$ cat config.mk
export PLATFORM = sky130hd
export DESIGN_NAME = first_fit_partition_allocator
export DESIGN_NICKNAME = d
export VERILOG_FILES = /design/src/design/ffpa_pkg.sv /design/src/design/first_fit_partition_allocator.sv
export SDC_FILE = /design/constraint.sdc
export NUM_CORES = 2
export LEC_CHECK = 0
export ABC_CLOCK_PERIOD_IN_PS = 9600
export BUFFER_PORTS_ARGS = -buffer_cell sky130_fd_sc_hd__clkbuf_2
export CORE_ASPECT_RATIO = 1.1
export CORE_MARGIN = 2
export CORE_UTILIZATION = 30
export CTS_BUF_LIST = sky130_fd_sc_hd__clkbuf_16
export DETAILED_ROUTE_END_ITERATION = 6
export MAX_ROUTING_LAYER = met4
export PLACE_DENSITY = 0.52
export SLEW_MARGIN = 0
export SYNTH_ARGS = -nofsm -noshare
export SYNTH_HDL_FRONTEND = slang
export SYNTH_SLANG_ARGS = --single-unit
$ cat constraint.sdc
create_clock -name clk_i -period 9.6 [get_ports clk_i]
set_input_delay 0.48 -clock clk_i [delete_from_list [all_inputs] [get_ports clk_i]]
set_output_delay 0.48 -clock clk_i [all_outputs]
set_load 0.1 [all_outputs]
$ cat src/design/ffpa_pkg.sv
`default_nettype none
// ---------------------------------------------------------------------------
// First-fit partition allocator package
// Result status codes and the request type encoding.
// ---------------------------------------------------------------------------
package ffpa_pkg;
  localparam logic [2:0] ST_OK    = 3'd0;
  localparam logic [2:0] ST_NOFIT = 3'd1;
  localparam logic [2:0] ST_NOJOB = 3'd2;
  localparam logic [2:0] ST_FULL  = 3'd3;
  localparam logic [2:0] ST_ZERO  = 3'd4;

  localparam logic REQ_ALLOC = 1'b0;
  localparam logic REQ_FREE  = 1'b1;

  localparam int unsigned SizeW = 17;
endpackage
`default_nettype wire

$ cat src/design/first_fit_partition_allocator.sv
`default_nettype none
// ---------------------------------------------------------------------------
// First-fit partition allocator
// Keeps an address-ordered partition table and a job table in registers and
// serves allocate and free requests with a small sequencer.
// ---------------------------------------------------------------------------
//  channel  | direction | handshake           | payload
//  request  | in        | req_valid_i/stall_o | req_type_i, job_id_i, request_size_i
//  result   | out       | res_valid_o/stall_i | status_o
//  config   | in        | pool_size_we_i      | pool_size_i
//
// A request steps through the tables one entry at a time in each scan and in
// each shift step of a split or merge.
// The job count is kept in a register. Reset and a pool_size write leave one
// free partition covering the pool. The request side is stalled from the
// accepted item until its result has been taken by the result side.
// ---------------------------------------------------------------------------
module first_fit_partition_allocator #(
  parameter int unsigned MAX_PARTITIONS = 16,
  parameter int unsigned MAX_JOBS       = 16,
  parameter int unsigned ADDR_BITS      = 16
) (
  input  wire logic                       clk_i,
  input  wire logic                       rst_ni,
  input  wire logic                       pool_size_we_i,
  input  wire logic [ffpa_pkg::SizeW-1:0] pool_size_i,
  input  wire logic                       req_valid_i,
  output logic                            stall_o,
  input  wire logic                       req_type_i,
  input  wire logic [7:0]                 job_id_i,
  input  wire logic [ffpa_pkg::SizeW-1:0] request_size_i,
  output logic                            res_valid_o,
  input  wire logic                       stall_i,
  output logic [2:0]                      status_o
);
  import ffpa_pkg::*;

  localparam int unsigned PW = (MAX_PARTITIONS > 1) ? $clog2(MAX_PARTITIONS) : 1;
  localparam int unsigned PCW = $clog2(MAX_PARTITIONS + 1);
  localparam int unsigned JW = (MAX_JOBS > 1) ? $clog2(MAX_JOBS) : 1;
  localparam int unsigned JCW = $clog2(MAX_JOBS + 1);
  localparam int unsigned LimBits = (ADDR_BITS < 16) ? ADDR_BITS : 16;
  localparam logic [SizeW-1:0] PoolLimit = SizeW'(1) << LimBits;
  localparam int unsigned AW = ADDR_BITS;

  localparam logic [3:0] S_IDLE    = 4'd0;
  localparam logic [3:0] S_CHECK   = 4'd1;
  localparam logic [3:0] S_SCANP   = 4'd2;
  localparam logic [3:0] S_SPLIT   = 4'd3;
  localparam logic [3:0] S_SCANJ   = 4'd4;
  localparam logic [3:0] S_FINDP   = 4'd5;
  localparam logic [3:0] S_JSHIFT  = 4'd6;
  localparam logic [3:0] S_MERGEL  = 4'd7;
  localparam logic [3:0] S_MERGER  = 4'd8;
  localparam logic [3:0] S_REMOVE  = 4'd9;
  localparam logic [3:0] S_DONE    = 4'd10;

  logic [AW-1:0]    pstart_q [MAX_PARTITIONS];
  logic [SizeW-1:0] plen_q   [MAX_PARTITIONS];
  logic             pused_q  [MAX_PARTITIONS];
  logic [PCW-1:0]   pcount_q;
  logic [7:0]       jnum_q   [MAX_JOBS];
  logic [AW-1:0]    jstart_q [MAX_JOBS];
  logic [JCW-1:0]   jcount_q;

  logic [3:0]       state_q;
  logic             typ_q;
  logic [7:0]       id_q;
  logic [SizeW-1:0] size_q;
  logic [PCW-1:0]   pi_q;   // partition cursor
  logic [PCW-1:0]   pk_q;   // shift cursor
  logic [JCW-1:0]   ji_q;
  logic [AW-1:0]    fstart_q;
  logic             mright_q;
  logic [2:0]       status_q;

  logic [SizeW-1:0] pool_clip;
  always_comb begin
    pool_clip = pool_size_i;
    if (pool_clip == '0) pool_clip = SizeW'(1);
    if (pool_clip > PoolLimit) pool_clip = PoolLimit;
  end

  wire [PW-1:0] pi = pi_q[PW-1:0];
  wire [PW-1:0] pk = pk_q[PW-1:0];
  wire [JW-1:0] ji = ji_q[JW-1:0];

  assign stall_o     = (state_q != S_IDLE);
  assign res_valid_o = (state_q == S_DONE);
  assign status_o    = status_q;

  always_ff @(posedge clk_i or negedge rst_ni) begin
    if (!rst_ni) begin
      state_q  <= S_IDLE;
      pcount_q <= PCW'(1);
      jcount_q <= '0;
      typ_q    <= 1'b0;
      id_q     <= '0;
      size_q   <= '0;
      pi_q     <= '0;
      pk_q     <= '0;
      ji_q     <= '0;
      fstart_q <= '0;
      mright_q <= 1'b0;
      status_q <= ST_OK;
      for (int i = 0; i < MAX_PARTITIONS; i++) begin
        pstart_q[i] <= '0;
        plen_q[i]   <= (i == 0) ? PoolLimit : '0;
        pused_q[i]  <= 1'b0;
      end
      for (int i = 0; i < MAX_JOBS; i++) begin
        jnum_q[i]   <= '0;
        jstart_q[i] <= '0;
      end
    end else if (pool_size_we_i) begin
      pcount_q <= PCW'(1);
      jcount_q <= '0;
      pstart_q[0] <= '0;
      plen_q[0]   <= pool_clip;
      pused_q[0]  <= 1'b0;
    end else begin
      case (state_q)
        S_IDLE: begin
          if (req_valid_i) begin
            typ_q   <= req_type_i;
            id_q    <= job_id_i;
            size_q  <= request_size_i;
            pi_q    <= '0;
            ji_q    <= '0;
            state_q <= S_CHECK;
          end
        end
        S_CHECK: begin
          if (typ_q == REQ_FREE) begin
            state_q <= S_SCANJ;
          end else if (size_q == '0) begin
            status_q <= ST_ZERO;
            state_q  <= S_DONE;
          end else if (jcount_q >= JCW'(MAX_JOBS)) begin
            status_q <= ST_FULL;
            state_q  <= S_DONE;
          end else begin
            state_q <= S_SCANP;
          end
        end
        S_SCANP: begin
          if (pi_q >= pcount_q) begin
            status_q <= ST_NOFIT;
            state_q  <= S_DONE;
          end else if (!pused_q[pi] && plen_q[pi] >= size_q) begin
            if (plen_q[pi] == size_q) begin
              pused_q[pi] <= 1'b1;
              jnum_q[jcount_q[JW-1:0]]   <= id_q;
              jstart_q[jcount_q[JW-1:0]] <= pstart_q[pi];
              jcount_q <= jcount_q + JCW'(1);
              status_q <= ST_OK;
              state_q  <= S_DONE;
            end else if (pcount_q >= PCW'(MAX_PARTITIONS)) begin
              status_q <= ST_FULL;
              state_q  <= S_DONE;
            end else begin
              pk_q    <= pcount_q;
              state_q <= S_SPLIT;
            end
          end else begin
            pi_q <= pi_q + PCW'(1);
          end
        end
        S_SPLIT: begin
          // Open a gap at pi+1 one entry a cycle (no pool_size write), then write the remainder.
          if (pk_q > pi_q + PCW'(1)) begin
            pstart_q[pk] <= pstart_q[PW'(pk_q - PCW'(1))];
            plen_q[pk]   <= plen_q[PW'(pk_q - PCW'(1))];
            pused_q[pk]  <= pused_q[PW'(pk_q - PCW'(1))];
            pk_q <= pk_q - PCW'(1);
          end else begin
            pstart_q[pk] <= pstart_q[pi] + AW'(size_q);
            plen_q[pk]   <= plen_q[pi] - size_q;
            pused_q[pk]  <= 1'b0;
            plen_q[pi]   <= size_q;
            pused_q[pi]  <= 1'b1;
            pcount_q <= pcount_q + PCW'(1);
            jnum_q[jcount_q[JW-1:0]]   <= id_q;
            jstart_q[jcount_q[JW-1:0]] <= pstart_q[pi];
            jcount_q <= jcount_q + JCW'(1);
            status_q <= ST_OK;
            state_q  <= S_DONE;
          end
        end
        S_SCANJ: begin
          if (ji_q >= jcount_q) begin
            status_q <= ST_NOJOB;
            state_q  <= S_DONE;
          end else if (jnum_q[ji] == id_q) begin
            fstart_q <= jstart_q[ji];
            state_q  <= S_FINDP;
          end else begin
            ji_q <= ji_q + JCW'(1);
          end
        end
        S_FINDP: begin
          if (pi_q >= pcount_q) begin
            status_q <= ST_NOJOB;
            state_q  <= S_DONE;
          end else if (pused_q[pi] && pstart_q[pi] == fstart_q) begin
            state_q <= S_JSHIFT;
          end else begin
            pi_q <= pi_q + PCW'(1);
          end
        end
        S_JSHIFT: begin
          if (ji_q + JCW'(1) < jcount_q) begin
            jnum_q[ji]   <= jnum_q[JW'(ji_q + JCW'(1))];
            jstart_q[ji] <= jstart_q[JW'(ji_q + JCW'(1))];
            ji_q <= ji_q + JCW'(1);
          end else begin
            jcount_q    <= jcount_q - JCW'(1);
            pused_q[pi] <= 1'b0;
            state_q     <= S_MERGEL;
          end
        end
        S_MERGEL: begin
          if (pi_q != '0 && !pused_q[PW'(pi_q - PCW'(1))]) begin
            plen_q[PW'(pi_q - PCW'(1))] <= plen_q[PW'(pi_q - PCW'(1))] + plen_q[pi];
            pk_q     <= pi_q;
            pi_q     <= pi_q - PCW'(1);
            mright_q <= 1'b0;
            state_q  <= S_REMOVE;
          end else begin
            state_q <= S_MERGER;
          end
        end
        S_MERGER: begin
          if (pi_q + PCW'(1) < pcount_q && !pused_q[PW'(pi_q + PCW'(1))]) begin
            plen_q[pi] <= plen_q[pi] + plen_q[PW'(pi_q + PCW'(1))];
            pk_q     <= pi_q + PCW'(1);
            mright_q <= 1'b1;
            state_q  <= S_REMOVE;
          end else begin
            status_q <= ST_OK;
            state_q  <= S_DONE;
          end
        end
        S_REMOVE: begin
          // Close the gap at pk one entry a cycle, while no pool_size write holds the sequencer.
          if (pk_q + PCW'(1) < pcount_q) begin
            pstart_q[pk] <= pstart_q[PW'(pk_q + PCW'(1))];
            plen_q[pk]   <= plen_q[PW'(pk_q + PCW'(1))];
            pused_q[pk]  <= pused_q[PW'(pk_q + PCW'(1))];
            pk_q <= pk_q + PCW'(1);
          end else begin
            pstart_q[pk] <= '0;
            plen_q[pk]   <= '0;
            pused_q[pk]  <= 1'b0;
            pcount_q <= pcount_q - PCW'(1);
            if (mright_q) begin
              status_q <= ST_OK;
              state_q  <= S_DONE;
            end else begin
              state_q <= S_MERGER;
            end
          end
        end
        S_DONE: begin
          if (!stall_i) state_q <= S_IDLE;
        end
        default: state_q <= S_IDLE;
      endcase
    end
  end
endmodule
`default_nettype wire
==> impl_metrics.env <==
export IMPL_synthesis_nets=9848
export IMPL_crit_type="flip-flop to flip-flop"
export IMPL_initialDrtViolationCount=17204
export IMPL_hold_viol_final=1
export IMPL_final_setup_viol_count=0
export IMPL_drt_pass1_iter_count=7
export IMPL_fin_skew_ns=0.0949
export IMPL_wl_per_cell_um=42.1
export IMPL_synthCells=9681
export IMPL_synthToLayoutAreaGrowth_pct=11.6
export IMPL_drive_above_1_share_pct=20.0
export IMPL_gp_congestion=1.11
export IMPL_maxSlewViolCount=19
export IMPL_synth_edf_count=0
export IMPL_grt_max_degree=183
export IMPL_async_flop_share_pct=100
export IMPL_vias=96152
export IMPL_rsz0062_at_grt="no"
export IMPL_insertion_delay_ns=0.90
export IMPL_grt_pass1_vias=90024
export IMPL_tightest_slew_ns=1.61
export IMPL_endpoint="plen_q[152]"
export IMPL_rrSetupSlack_ns=1.87
export IMPL_antenna_found_initial=69
export IMPL_track_usage_pct=37.8
export IMPL_dpl_cell_area_um2=93500
export IMPL_timing_hold_worst_class="input port to flip-flop"
export IMPL_critical_path_max_stage_delay_ns=0.88
export IMPL_path_max_fanout=47
export IMPL_synth_seq_cells=1003
export IMPL_avgSynthCellArea_um2=9.11
export IMPL_rr_worst_depth=17
export IMPL_fillers=29793
export IMPL_die_area_um2=298000
export IMPL_drtAntennaViolNets=0
export IMPL_routed_wirelength_um=564000
export IMPL_start_util_pct=30.2
export IMPL_cts_resized=0
export IMPL_timing_fmax_mhz=129
export IMPL_num_nets_final=9491
export IMPL_layout_commonest_cell="nand2_1"
export IMPL_clockBufferDepth=4
export IMPL_clock_root_buffer="clkbuf_16"
export IMPL_violations="design-rule violations, negative hold slack, max-capacitance violations, max-slew violations"
export IMPL_multi_input_area_um2=58700
export IMPL_ios=53
export IMPL_cp_start_kind="flip-flop"
export IMPL_period_needed_ns=7.73
export IMPL_regArea_um2=25100
export IMPL_relSlewSlack_pct=-8.50
export IMPL_ys_types=94
export IMPL_grt_pass1_wl_um=766000
export IMPL_critPathLaunch="pi_q[1]"
export IMPL_layout_common_cells="nand2_1 (1382), dfrtp_1 (992), o21ai_0 (888)"
export IMPL_worstPathArrival_ns=8.40
export IMPL_hold_buffers=24
export IMPL_critPathRequiredTime_ns=10.27
export IMPL_h_tree_depth=4
export IMPL_synth_ff_type="dfrtp_1"
export IMPL_ys_seq_area_share_pct=28.5
export IMPL_clock_sinks=1003
export IMPL_yosys_warnings=0
export IMPL_place_inst=13038
export IMPL_min_period_over_period_pct=80.5
export IMPL_netlist_area_um2=88100
export IMPL_drc=24
export IMPL_core_um2=292000
export IMPL_clk_pin_slew_ns=0.06
export IMPL_cts_buffers_inserted=141
export IMPL_die_width_um=521
export IMPL_critPathCaptureType="flip-flop"
export IMPL_path_cells="inv_2 -> ha_4 -> buf_12 -> buf_4 -> buf_4 -> mux4_2 -> mux4_2 -> ha_1 -> inv_1 -> o21bai_1 -> a221o_1 -> a31oi_1 -> xor2_1 -> buf_4 -> a2111oi_0 -> a21oi_1 -> a2bb2oi_1"
export IMPL_die_h_um=573
export IMPL_rows=208
export IMPL_crit_slowest_cell="dfrtp_4"
export IMPL_r2r_start="pi_q[1]"
export IMPL_hpwl_um=364000
export IMPL_cp_common_cell="buf_4"
export IMPL_grt_overflow=0
export IMPL_setup_tns_final_ns=0
export IMPL_hold_ws_ns=-0.00409
export IMPL_port_buffers=52
export IMPL_reg2reg_to="plen_q[152]"
export IMPL_design_area_um2=98400
export IMPL_via_per_inst=7.17
export IMPL_cts_tree="built"
export IMPL_outcome="complete, but fails checks"
export IMPL_final_cells=13411
export IMPL_post_cts_buffers=0
export IMPL_drv_cap=4
## cell families after synthesis
| logic type | Yosys count | share of synthesized area, % |
|---|---|---|
| and+or+nand+nor | 2414 | 11.6 |
| AOI/OAI and AO/OA | 3534 | 26.3 |
| xor gates and xnor gates | 104 | 1.07 |
| adders and majority gates | 119 | 1.74 |
| muxes | 1300 | 25.4 |
| buffers and inverters | 1207 | 5.52 |
| DFF | 1003 | 28.5 |
## worst min-delay path by stage
| stage | from | endpoint | slack [ns] | depth (start not counted) |
|---|---|---|---|---|
| 4_1_cts | pool_size_i[14] | plen_q[269] | 0.005 | 2 |
| 3_3_place_gp | pstart_q[120] | pstart_q[120] | 0.48 | 2 |
| 2_1_floorplan | rst_ni | fstart_q[0] | 0.18 | 0 |
| 5_1_grt | pool_size_we_i | pstart_q[250] | 0.04 | 3 |
| 6_report | pool_size_i[4] | plen_q[259] | -0.004 | 3 |
| 3_5_place_dp | pstart_q[87] | pstart_q[87] | 0.48 | 2 |
## critical path: cells and delay by family, from the launching register on
kind            cells  cell delay, ns
compound gates      6            2.13
xor+xnor            1            0.13
fa+ha+maj           2            1.28
buf+inv             6            1.96
flops               1            0.88
mux                 2            0.99
## metrics by stage
| step | setup slack (ns) | utilization (%) |
|---|---|---|
| 5_1_grt | 1.65 | 33.7 |
| 3_5_place_dp | 2.23 | 32.0 |
| 2_1_floorplan | 2.41 | - |
| 6_report | 1.87 | 33.7 |
| 4_1_cts | 2.18 | 33.6 |
| 3_3_place_gp | 2.14 | 32.0 |
## synthesized netlist by cell type (91+ instances only)
master    count  area [µm²]
clkbuf_1    834        3130
nand3_1     146         731
o21ai_0     894        4470
a21oi_1     598        2990
buf_2       124         621
a31oi_1     114         713
a22o_1      356        3120
o22ai_1     521        3260
inv_1        99         372
a221oi_1    133        1160
a22oi_1     167        1250
nand2_1    1391        5220
mux2_2      253        2850
ha_1        113        1410
buf_1       101         379
mux2i_1     325        3250
dfrtp_1    1001       25000
mux4_2      722       16300
nor2_1      501        1880
nor3_1       91         455
o221ai_1    120        1050
## sequential cells by signal, summed over array words and instances (netlist names)
register  count
plen_q      272
jstart_q    256
pstart_q    256
jnum_q      128
size_q       17
fstart_q     16
pused_q      16
id_q          8
jcount_q      5
ji_q          5
pcount_q      5
pi_q          5
pk_q          5
state_q       4
status_o      3
mright_q      1
typ_q         1
## per-layer routing
metal | share of wire [%] | GRT usage [%] | up-vias
met5 | 0 | - | -
met4 | 11 | 31.6 | 0
met3 | 15 | 16.5 | 2721
met2 | 40 | 51.1 | 8678
met1 | 34 | 42.5 | 47883
li1 | - | - | 36870
## final cells by class
class                      instances  share of cell area (%)
clock inverter                    97                   0.767
tap                             3885                    4.94
clock buffer                     143                    3.64
sequential                      1003                    25.5
multi-input combinational       7471                    59.7
timing repair buffer             601                    4.73
inverter                         106                   0.407
antenna                          105                   0.267
Power is not shown: default switching activity piles up to over one toggle a cycle in this logic, so the estimate is an artifact.
